**src/hw/rtl/ffpa_pkg.sv**
```systemverilog
// Shared constants and types for the first-fit page allocator.
`default_nettype none
package ffpa_pkg;
  localparam int FreeSlotsDef   = 64;
  localparam int PageBytesDef   = 4096;
  localparam int GrowGranuleDef = 32;
  localparam int AddrW = 48;
  localparam int CntW  = 21;
  localparam int PageW = 20;
  localparam logic [CntW-1:0] MaxPool = 21'd1048576;

  typedef enum logic [1:0] {
    ST_OK   = 2'd0,
    ST_OOM  = 2'd1,
    ST_FULL = 2'd2
  } status_t;

  localparam logic OP_ALLOC = 1'b0;
  localparam logic OP_FREE  = 1'b1;

  localparam logic CFG_BASE = 1'b0;
  localparam logic CFG_POOL = 1'b1;

  typedef struct packed {
    logic [PageW-1:0] start;
    logic [CntW-1:0]  len;
  } extent_t;
endpackage
`default_nettype wire

```
**src/hw/rtl/first_fit_page_allocator_core.sv**
```systemverilog
// Top level: first-fit page allocator with a sequencer over the extent memory.
//
//  channel | signals                                   | dir
//  req     | req_valid/req_ready op page_count block_address | in
//  rsp     | rsp_valid/rsp_ready status granted_address granted_pages | out
//  cfg     | cfg_we cfg_index cfg_data                  | in
//
// A request scans the stored extents; an allocate that grows the pool scans, inserts
// and rescans.
// The scan and shift loops each touch one memory entry at a time (one read port).
// Reset empties the table at once by zeroing the extent count; no clearing pass.
// A request is taken while the previous word waits in the output register; the new
// result holds in S_DONE until that word is accepted.
`default_nettype none
module first_fit_page_allocator_core #(
  parameter int FreeSlots   = ffpa_pkg::FreeSlotsDef,
  parameter int PageBytes   = ffpa_pkg::PageBytesDef,
  parameter int GrowGranule = ffpa_pkg::GrowGranuleDef
) (
  input  wire logic        clk,
  input  wire logic        rst,
  input  wire logic        req_valid,
  output logic             req_ready,
  input  wire logic        op,
  input  wire logic [20:0] page_count,
  input  wire logic [47:0] block_address,
  output logic             rsp_valid,
  input  wire logic        rsp_ready,
  output logic [1:0]       status,
  output logic [47:0]      granted_address,
  output logic [20:0]      granted_pages,
  input  wire logic        cfg_we,
  input  wire logic        cfg_index,
  input  wire logic [47:0] cfg_data
);
  localparam int IdxW  = $clog2(FreeSlots);
  localparam int CntNW = $clog2(FreeSlots + 1);
  localparam int ShW   = $clog2(PageBytes);
  localparam logic [CntNW-1:0] FullCnt = CntNW'(FreeSlots);
  localparam logic [22:0] GranM1 = 23'(GrowGranule - 1);

  typedef enum logic [3:0] {
    S_IDLE, S_ASCAN, S_ARD, S_GROW, S_FSCAN, S_FRD, S_FDEC,
    S_SHL, S_SHR, S_WR, S_DONE
  } state_t;

  typedef enum logic [1:0] {
    FM_GRANT, FM_MERGE, FM_INSERT
  } fmode_t;

  state_t            state;
  logic [47:0]       base_address;
  logic [20:0]       pool_pages;
  logic [CntNW-1:0]  count;
  logic [20:0]       carve;
  logic              r_op;
  logic [20:0]       r_n;
  logic [20:0]       r_page;   // page being freed or grown
  logic [20:0]       r_len;
  logic              retry;
  logic [CntNW-1:0]  pos;
  logic [CntNW-1:0]  sh;       // shift cursor
  logic              have_prev;
  ffpa_pkg::extent_t prev;
  logic              rvalid;   // rd valid for pos
  fmode_t            fmode;    // grant, merge or insert action
  logic [20:0]       grant_page;
  logic [1:0]        res_status;
  logic [47:0]       res_gaddr;
  logic [20:0]       res_gpages;
  logic              ram_we;
  logic [IdxW-1:0]   ram_waddr, ram_raddr;
  ffpa_pkg::extent_t ram_wdata, rd;
  ffpa_pkg::extent_t wr_ent;
  logic [IdxW-1:0]   wr_idx;

  ffpa_extent_ram #(.Depth(FreeSlots)) u_ram (
    .clk(clk), .we(ram_we), .waddr(ram_waddr), .wdata(ram_wdata),
    .raddr(ram_raddr), .rdata(rd)
  );

  logic [20:0] limit;
  assign limit = (pool_pages > ffpa_pkg::MaxPool) ? ffpa_pkg::MaxPool : pool_pages;

  logic [22:0] grow23;
  logic [20:0] grow;
  assign grow23 = (23'(r_n) + GranM1) / 23'(GrowGranule) * 23'(GrowGranule);
  assign grow   = grow23[20:0];

  logic [47:0] off;
  assign off = block_address - base_address;

  // combinational read address and write port
  always_comb begin
    ram_raddr = pos[IdxW-1:0];
    ram_we    = 1'b0;
    ram_waddr = wr_idx;
    ram_wdata = wr_ent;
    if (state == S_SHL) begin
      ram_raddr = IdxW'(sh - CntNW'(1));
      ram_we    = rvalid;
      ram_waddr = IdxW'(sh - CntNW'(2));
      ram_wdata = rd;
    end else if (state == S_SHR) begin
      ram_raddr = IdxW'(sh - CntNW'(2));
      ram_we    = rvalid;
      ram_waddr = IdxW'(sh - CntNW'(1));
      ram_wdata = rd;
    end else if (state == S_WR) begin
      ram_we = 1'b1;
    end
  end

  logic [21:0] pend, fend;
  assign pend = 22'(prev.start) + 22'(prev.len);
  assign fend = 22'(r_page) + 22'(r_len);

  always_ff @(posedge clk) begin
    if (rst) begin
      state        <= S_IDLE;
      base_address <= '0;
      pool_pages   <= '0;
      count        <= '0;
      carve        <= '0;
      rsp_valid    <= 1'b0;
      rvalid       <= 1'b0;
    end else begin
      if (cfg_we) begin
        if (cfg_index == ffpa_pkg::CFG_BASE) base_address <= cfg_data;
        else pool_pages <= cfg_data[20:0];
      end
      if (rsp_valid && rsp_ready && state != S_DONE) rsp_valid <= 1'b0;
      rvalid <= 1'b0;
      unique case (state)
        S_IDLE: begin
          if (req_valid && req_ready) begin
            r_op <= op; r_n <= page_count; retry <= 1'b0;
            pos <= '0; have_prev <= 1'b0;
            res_status <= ffpa_pkg::ST_OK;
            res_gaddr <= '0; res_gpages <= '0;
            if (op == ffpa_pkg::OP_ALLOC) begin
              state <= (page_count == '0) ? S_DONE : S_ASCAN;
            end else begin
              r_page <= 21'(off >> ShW); r_len <= page_count;
              if (block_address >= base_address && page_count != '0 &&
                  off[ShW-1:0] == '0 &&
                  (49'(off >> ShW) + 49'(page_count)) <= 49'(limit)) begin
                state <= S_FSCAN;
              end else begin
                state <= S_DONE;
              end
            end
          end
        end
        S_ASCAN: begin
          if (pos >= count) state <= retry ? S_DONE : S_GROW;
          else state <= S_ARD;
          if (pos >= count && retry) res_status <= ffpa_pkg::ST_OOM;
        end
        S_ARD: begin
          if (rd.len >= r_n) begin
            if (rd.len == r_n) begin
              grant_page <= 21'(rd.start);
              sh <= pos + CntNW'(2); rvalid <= 1'b0;
              state <= S_SHL; fmode <= FM_GRANT;
            end else begin
              wr_ent.start <= rd.start;
              wr_ent.len   <= rd.len - r_n;
              wr_idx <= pos[IdxW-1:0];
              grant_page <= 21'(rd.start) + 21'(rd.len - r_n);
              state <= S_WR; fmode <= FM_GRANT;
            end
            res_gpages <= r_n;
          end else begin
            pos <= pos + 1'b1; state <= S_ASCAN;
          end
        end
        S_GROW: begin
          if (23'(carve) + grow23 > 23'(limit)) begin
            res_status <= ffpa_pkg::ST_OOM; state <= S_DONE;
          end else begin
            r_page <= carve; r_len <= grow;
            pos <= '0; have_prev <= 1'b0; state <= S_FSCAN;
          end
        end
        S_FSCAN: begin
          if (pos >= count) state <= S_FDEC;
          else state <= S_FRD;
        end
        S_FRD: begin
          if (21'(rd.start) <= r_page) begin
            prev <= rd; have_prev <= 1'b1;
            pos <= pos + 1'b1; state <= S_FSCAN;
          end else begin
            state <= S_FDEC; rvalid <= 1'b1;
          end
        end
        S_FDEC: begin
          // rd still holds entry pos when rvalid
          if (have_prev && pend == fend - 22'(r_len) &&
              rvalid && fend == 22'(rd.start)) begin
            wr_ent.start <= prev.start;
            wr_ent.len   <= prev.len + r_len + rd.len;
            wr_idx <= IdxW'(pos - 1'b1);
            sh <= pos + CntNW'(2); fmode <= FM_MERGE; state <= S_SHL;
          end else if (have_prev && pend == 22'(r_page)) begin
            wr_ent.start <= prev.start; wr_ent.len <= prev.len + r_len;
            wr_idx <= IdxW'(pos - 1'b1); fmode <= FM_MERGE; state <= S_WR;
          end else if (rvalid && fend == 22'(rd.start)) begin
            wr_ent.start <= r_page[19:0]; wr_ent.len <= rd.len + r_len;
            wr_idx <= pos[IdxW-1:0]; fmode <= FM_MERGE; state <= S_WR;
          end else if (count >= FullCnt) begin
            res_status <= ffpa_pkg::ST_FULL; state <= S_DONE;
          end else begin
            wr_ent.start <= r_page[19:0]; wr_ent.len <= r_len;
            wr_idx <= pos[IdxW-1:0];
            sh <= count + CntNW'(1); fmode <= FM_INSERT; state <= S_SHR;
          end
        end
        S_SHL: begin
          // move entry sh-1 to sh-2 for sh-1 < count
          if (rvalid) sh <= sh + 1'b1;
          if (sh > count && !rvalid) begin
            count <= count - 1'b1;
            state <= (fmode == FM_MERGE) ? S_WR : S_DONE;
            if (fmode == FM_GRANT) begin
              res_gaddr <= base_address + (48'(grant_page) << ShW);
            end
          end else if (!rvalid) begin
            rvalid <= 1'b1;
          end
        end
        S_SHR: begin
          // move entry sh-2 to sh-1, walking down to pos
          if (rvalid) sh <= sh - 1'b1;
          if (sh <= pos + CntNW'(1) && !rvalid) begin
            count <= count + 1'b1; state <= S_WR;
          end else if (!rvalid) begin
            rvalid <= 1'b1;
          end
        end
        S_WR: begin
          if (fmode == FM_GRANT) begin
            res_gaddr <= base_address + (48'(grant_page) << ShW);
            state <= S_DONE;
          end else if (r_op == ffpa_pkg::OP_ALLOC) begin
            carve <= carve + r_len; retry <= 1'b1;
            pos <= '0; state <= S_ASCAN;
          end else begin
            state <= S_DONE;
          end
        end
        S_DONE: begin
          if (!rsp_valid || rsp_ready) begin
            status <= res_status;
            granted_address <= res_gaddr;
            granted_pages <= res_gpages;
            rsp_valid <= 1'b1; state <= S_IDLE;
          end
        end
        default: state <= S_IDLE;
      endcase
    end
  end

  assign req_ready = (state == S_IDLE);
endmodule
`default_nettype wire

```
**src/hw/rtl/ffpa_extent_ram.sv**
```systemverilog
// Extent table memory: one write port, one registered read port.
`default_nettype none
module ffpa_extent_ram #(
  parameter int Depth = ffpa_pkg::FreeSlotsDef,
  localparam int IdxW = $clog2(Depth)
) (
  input  wire logic                 clk,
  input  wire logic                 we,
  input  wire logic [IdxW-1:0]      waddr,
  input  wire ffpa_pkg::extent_t    wdata,
  input  wire logic [IdxW-1:0]      raddr,
  output ffpa_pkg::extent_t         rdata
);
  ffpa_pkg::extent_t mem [Depth];

  always_ff @(posedge clk) begin
    if (we) begin
      mem[waddr] <= wdata;
    end
    rdata <= mem[raddr];
  end
endmodule
`default_nettype wire

```
**config.mk**
```make
export PLATFORM = sky130hd
export DESIGN_NAME = first_fit_page_allocator_core
export DESIGN_NICKNAME = d
export VERILOG_FILES = /design/src/hw/rtl/ffpa_pkg.sv /design/src/hw/rtl/first_fit_page_allocator_core.sv /design/src/hw/rtl/ffpa_extent_ram.sv
export SDC_FILE = /design/constraint.sdc
export NUM_CORES = 2
export LEC_CHECK = 0
export ABC_AREA = 1
export BUFFER_PORTS_ARGS = -buffer_cell sky130_fd_sc_hd__buf_4
export CAP_MARGIN = 0
export CORE_AREA = 8 8 698 700
export CTS_CLUSTER_SIZE = 12
export DETAILED_ROUTE_END_ITERATION = 7
export DIE_AREA = 0 0 706 708
export PLACE_DENSITY = 0.45
export SYNTH_ARGS = -nofsm -noshare
export SYNTH_HDL_FRONTEND = slang
export SYNTH_SLANG_ARGS = --single-unit
```
**constraint.sdc**
```tcl
create_clock -name clk -period 12.85 [get_ports clk]
set_clock_uncertainty 0.15 [all_clocks]
set_input_delay 2.57 -clock clk [delete_from_list [all_inputs] [get_ports clk]]
set_output_delay 2.57 -clock clk [all_outputs]
set_load 0.01 [all_outputs]
```
# Word level (Yosys, flattened, before mapping)
# Memory sizes are Yosys's and may differ from the RTL's. A register that Yosys moved wholly into a read port is not among the register bits.
# Cells that the tools add are included.
# totals
reg_bits	436
latch_bits	0
ram_bits	2624
mem_bits_ro	0
input_bits	124
output_inout_bits	73
mem_count	1
# mem_list
memory	words	width	read_ports	rd_ports_with_merged_regs	wr	line	text
u_ram.mem	64	41	1	1	1	ffpa_extent_ram.sv:14	ffpa_pkg::extent_t mem [Depth];
# op_classes
add_sub_neg	22
multipliers	0
div	0
n_lt_le_gt_ge	10
eq_ne	41
n_shift	0
muxes	112
bitwise_logic	4
reduce_logical	51
# ops
cell	count
two-way mux 41 bit	8
two-way mux 21 bit	9
two-way mux 48 bit	3
case mux 48 bit (3 select lines)	1
case mux 21 bit (2 select lines)	3
two-way mux 7 bit	16
adder 21 bit	4
case mux 41 bit (2 select lines)	1
two-way mux 4 bit	15
two-way mux 6 bit	10
adder 48 x 33 -> 48 bit	1
greater-or-equal comparator 48 bit	1
subtractor 48 bit	1
case mux 4 bit (11 select lines)	1
adder 36 x 21 -> 37 bit	1
<= comparator 37 x 21 -> 1 bit	1
two-way mux 2 bit	18
case mux 7 bit (5 select lines)	1
inequality test 2 bit (second input constant)	17
case mux 7 bit (4 select lines)	1
adder 21 x 22 -> 23 bit	1
greater-than comparator 23 x 21 -> 1 bit	1
adder 20 x 21 -> 22 bit	1
adder 21 x 21 -> 22 bit	1
other kinds (56)	123

# Longest topological paths before layout
# logic_depth
word_depth	8
ltp_mapped	40
ltp_nobuf	40

# Cells and area by module
# From an unflattened synthesis, not the netlist that was laid out.
# unflattened
cells_unflattened	14137
area_unflattened_um2	145027.8
# modules_own_cells
module	n_inst	cells_each	area_per_inst_um2
ffpa_extent_ram	1	8676	106260.7
first_fit_page_allocator_core	1	5461	38767.2

# Worst setup path before layout
# Ideal clock, no wire load.
# synth_path
kind	register to register
from	register r_n[1]
to	register r_len[0], enable pin
setup_ps	546
arrival_time_ps	8183
t_required_ps	12154
slack_ps	3971
stages_incl_launch_ff	38
path_buffers	0
path_cell_list	edfxtp_1 inv_2 nand2_1 nor2_1 nand2_1 nand3_1 nor2_1 nand2_1 nor2_1 nand2_1 nor3_2 inv_1 nor2_1 inv_1 nor2_2 inv_1 nor2_2 nand2_1 (+2 left out) nand2_1 inv_1 ha_1 nand2_1 nor2_1 nand4_1 o2111ai_1 xor2_1 inv_1 ha_1 nand2_1 nor4b_1 nand3_1 o21ai_0 a21oi_1 inv_1 nand2_1 nor4_1
# synth_via
elab_chain_cells	5
# synth_rtl
item	line	text
start: declaration	first_fit_page_allocator_core.sv:57	logic [20:0] r_n;
start signal: assignment	first_fit_page_allocator_core.sv:137	r_op <= op; r_n <= page_count; retry <= 1'b0;
adder 21 x 5 -> 22 bit	first_fit_page_allocator_core.sv:87	assign grow23 = (23'(r_n) + GranM1) / 23'(GrowGranule) * 23'(GrowGranule);
adder 21 x 22 -> 23 bit	first_fit_page_allocator_core.sv:179	if (23'(carve) + grow23 > 23'(limit)) begin
greater-than comparator 23 x 21 -> 1 bit	first_fit_page_allocator_core.sv:179	
inequality test 2 bit (no line)	--	
AND reduction 5 bit (no line)	--	
end signal: assignment	first_fit_page_allocator_core.sv:144	r_page <= 21'(off >> ShW); r_len <= page_count;
end signal: assignment	first_fit_page_allocator_core.sv:182	r_page <= carve; r_len <= grow;
end: declaration	first_fit_page_allocator_core.sv:59	logic [20:0] r_len;
# Every way passes these cells.
# A chain may end at the register's enable or synchronous reset.

# Worst setup path after layout
# layout_path
from	input port block_address[5]
to	register state[1]
# layout_via
elab_chain_cells	8
word_cells_on_any_way	12
classes_between	2 x add/sub; 2 x order compare; 4 x mux; 4 x reduce/logical
# layout_rtl
item	line	text
start: declaration	first_fit_page_allocator_core.sv:26	input wire logic [47:0] block_address,
subtractor 48 bit / greater-or-equal comparator 48 bit (equally long branches)	first_fit_page_allocator_core.sv:91, first_fit_page_allocator_core.sv:145	
adder 36 x 21 -> 37 bit (tied with other cells)	first_fit_page_allocator_core.sv:147	(49'(off >> ShW) + 49'(page_count)) <= 49'(limit)) begin
<= comparator 37 x 21 -> 1 bit / logical AND 1 bit (equally long branches)	first_fit_page_allocator_core.sv:147, first_fit_page_allocator_core.sv:145	
logical AND 1 bit *	first_fit_page_allocator_core.sv:146	off[ShW-1:0] == '0 &&
two-way mux 4 bit *	first_fit_page_allocator_core.sv:145	if (block_address >= base_address && page_count != '0 &&
two-way mux 4 bit *	first_fit_page_allocator_core.sv:141	if (op == ffpa_pkg::OP_ALLOC) begin
two-way mux 4 bit *	first_fit_page_allocator_core.sv:136	if (req_valid && req_ready) begin
case mux 4 bit (11 select lines) *	first_fit_page_allocator_core.sv:134	unique case (state)
end signal: assignment	first_fit_page_allocator_core.sv:142	state <= (page_count == '0) ? S_DONE : S_ASCAN;
end signal: assignment	first_fit_page_allocator_core.sv:156	if (pos >= count) state <= retry ? S_DONE : S_GROW;
end signal: assignment	first_fit_page_allocator_core.sv:225	state <= (fmode == FM_MERGE) ? S_WR : S_DONE;
end: declaration	first_fit_page_allocator_core.sv:51	state_t state;
# Every way passes the cells marked *; elsewhere a longest branch is shown, timed or not. The select of a mux whose other input is x is not followed.

==> results.md <==
| Metric | Reported | Unit |
|:---|:---|:---|
| Placeable core region | 476400 | um2 |
| Maximum number of pins on one net before global-route repair | 176 | - |
| Maxcap violations | 0 | - |
| Cell repeated most along the worst path | nand2_1 | - |
| Final Hold Fails | 0 | - |
| Outcome | completed | - |
| H-tree levels | 5 | - |
| Reg-to-Reg End | r_len[20] | - |
| Class of the worst hold path | flip-flop to flip-flop | - |
| Finish-stage setup viols | 0 | - |
| CTS root buf | clkbuf_16 | - |
| Smallest hold slack | 253.5 | ps |
| Number of design rule violations left after detail routing | 0 | - |
| Beginning of the worst hold path | res_gpages[4] | - |
| Count of cells resized by post-cts repair | 0 | - |
| Final total negative setup slack | 0 | ps |
| Synthesized net count | 13500 | - |
| WS Path Type | input port to flip-flop | - |
| Die width | 706 | um |
| Worst max-slew margin expressed relative to the limit | 0.1410 | - |
| Period utilisation layout | 0.6030 | - |
| R2r startpoint | r_n[3] | - |
| Maximum achievable frequency | 129.1 | MHz |
| FF-to-FF path depth | 38 | - |
| Min-Delay Endpoint | granted_pages[4] | - |
| Effective utilization at floorplan | 0.2988 | - |
| Post-DR vias/cell | 5.184 | - |
| Via count of the first global-routing pass | 97900 | - |
| Synth cell types | 68 | - |
| Commonest register cell after synthesis | edfxtp_1 | - |
| Post-synth EDFFs | 2957 | - |
| Total gr overflow | 0 | - |
| Seq/Total Area, Yosys | 0.6441 | - |
| Worst Setup End Kind | flip-flop | - |
| Cell count of the worst hold path | 0 | - |
| Area delta synth->final | 14.79 | % |
| Clock latency of the later-clocked register in the worst-skew pair | 960 | ps |
| Number of antenna violations at the first check in global routing | 21 | - |
| Wirelength per Cell | 26.01 | um |
| Highest fanout seen on the critical path | 5 | - |
| IR Drop Worst-Case VDD | 228.3 | uV |
| CTS tree | done | - |
| Total buffers and inverters traversed by the critical path | 2 | - |
| Post-synthesis instance area | 142300 | um2 |
| Worst Path Arrival | 8370 | ps |
| First-pass GRT wire length | 725800 | um |
| Total leakage power | 57.24 | nW |
| Worst-path clk slew | 60 | ps |
| Transition time at the pin with the least slew margin | 1288 | ps |
| Avg Inst Size Synth | 10.97 | um2 |
| Crit-path slowest cell | ha_1 | - |
| CTS Sinks | 3101 | - |
| Shortest clock period the worst path allows after layout | 7749 | ps |
| Initial drt markers | 9467 | - |
| Placed wire-length estimate | 314500 | um |
| Total power density per cell area | 259.1 | nW/um2 |
| GRT Util Overall | 0.1961 | - |
| Kind of launch point of the worst setup path | input port | - |
| Floorplan die area | 499800 | um2 |
| Total power draw | 42.34 | mW |
| Total clock buffers created by CTS | 362 | - |
| Number of primary I/O pins | 197 | - |
| Total number of placement rows | 254 | - |
| Synthesized instance count | 12980 | - |
| RSZ-0062 raised after global routing | no | - |
| Number of buffers inserted by post-CTS setup repair | 0 | - |
| Asr flop ratio synth | 0 | - |
| Count of hold-fix buffers inserted at cts | 0 | - |
| Routed Antenna Nets | 0 | - |
| Number of max-slew violations in the final report | 0 | - |
| Yosys warning count | 0 | - |
| Seq. cell area | 91680 | um2 |
| Die Y | 708 | um |
| Routability congestion estimate | 0.9316 | - |
| Reg-to-reg slack, setup | 6110 | ps |
| Final Net Count | 13620 | - |
| Share of layout cells above drive strength 1 | 0.08531 | - |
| Crit path max-delay family | simple AND/OR/NAND/NOR gates | - |
| FF+latch count, synth | 3101 | - |
| Wirelength, routed | 511600 | um |
| Routed vias | 101900 | - |
| Max Root-Sink Buffers | 4 | - |
| Multi-input gate area | 46040 | um2 |
| Crit path required time | 13470 | ps |
| IO buf count | 196 | - |
| Filler cell count | 47660 | - |
| Number of optimization iterations in the first detailed-route pass | 6 | - |
| Maximum single-stage delay on the critical path | 370 | ps |
[worst max path at each step]
stage | from | endpoint | slack [ps] | cells after the start
after CTS | block_address[5] | state[1] | 5160 | 32
after detailed placement | block_address[5] | state[1] | 4170 | 32
after floorplan | r_n[1] | r_len[0] | 3970 | 37
after global placement | block_address[5] | state[1] | 4070 | 32
final | block_address[5] | state[1] | 5100 | 33
after global routing | block_address[5] | state[1] | 4630 | 33
[power by group]
part	internal [mW]	leakage, nW	switching [mW]
combinational	5.07	23.7	13.7
sequential	13.0	27.9	0.475
clock	5.89	5.66	4.27
total	23.9	57.2	18.4
[area by class of cell]
type / count / area share
Tap cell: 6272 / 0.04803
Clock buffer: 501 / 0.06109
Clock inverter: 155 / 0.009580
Sequential cell: 3101 / 0.5611
Multi-Input combinational cell: 8466 / 0.2818
Inverter: 739 / 0.01718
Antenna cell: 9 / 0.0001378
Timing Repair Buffer: 424 / 0.02109
[per-layer routing]
layer / part of all wire / track usage / vias up
li1: - / - / 46980
met1: 0.45 / 0.2700 / 51430
met2: 0.47 / 0.3260 / 2842
met3: 0.051 / 0.02356 / 689
met4: 0.030 / 0.05461 / 6
met5: 0.000076 / 0 / -
[metrics by stage]
| stage | instance area (um2) | worst slack [ps] | util | cells |
|---|---|---|---|---|
| global placement | 151800 | 4069 | 0.3187 | 19000 |
| CTS | 163400 | 5156 | 0.3429 | 19660 |
| global route | 163400 | 4629 | 0.3429 | 19660 |
| floorplan | 142300 | 3971 | - | 12980 |
| detailed placement | 151800 | 4171 | 0.3187 | 19000 |
| finish | 163400 | 5101 | 0.3430 | 19670 |
[state kept, by name (all words and copies together) (netlist names), 4 cells and up]
signal / count
prev: 41
grant_page: 21
res_gpages: 21
u_ram.rdata: 41
count: 7
pos: 7
carve: 21
r_page: 21
granted_pages: 21
wr_ent: 41
sh: 7
wr_idx: 6
state: 4
r_len: 21
pool_pages: 21
granted_address: 48
base_address: 48
res_gaddr: 48
r_n: 21
u_ram.mem: 2624
[cell usage in the layout (no fill, tap or decap), drive strengths merged, types with 96 or more instances in the layout]
cell / n
o32ai: 587
nor2: 2859
xor2: 201
inv: 751
ha: 386
clkbuf: 501
nand2: 1516
edfxtp: 2957
xnor2: 103
clkinv: 118
dfxtp: 144
nand3: 305
a21oi: 449
o21ai: 1388
buf: 424
o221ai: 181
o211ai: 96
[cell usage after synthesis (40+ instances only)]
library cell | instances | area, um2
edfxtp_1 | 2957 | 88800
nor2_1 | 2842 | 10670
nand2_1 | 1510 | 5668
o21ai_0 | 1341 | 6711
inv_1 | 716 | 2688
o32ai_1 | 587 | 5141
clkbuf_1 | 521 | 1956
a21oi_1 | 444 | 2222
ha_1 | 386 | 4830
nand3_1 | 297 | 1486
xor2_1 | 196 | 1717
o221ai_1 | 181 | 1585
dfxtp_1 | 144 | 2883
xnor2_1 | 103 | 902.1
buf_2 | 97 | 485.5
o211ai_1 | 96 | 720.7
nand4_1 | 71 | 444.2
nor3_1 | 60 | 300.3
buf_1 | 41 | 153.9
o21ai_1 | 40 | 200.2
[logic make-up after synthesis]
group,synth area share
simple gates,0.1361
flops,0.6441
compound gates,0.1261
buf+inv,0.03836
fa+ha+maj,0.03562
xor+xnor,0.01960
mux,0.0001407
Note: power is estimated with default switching activity, not from simulation.
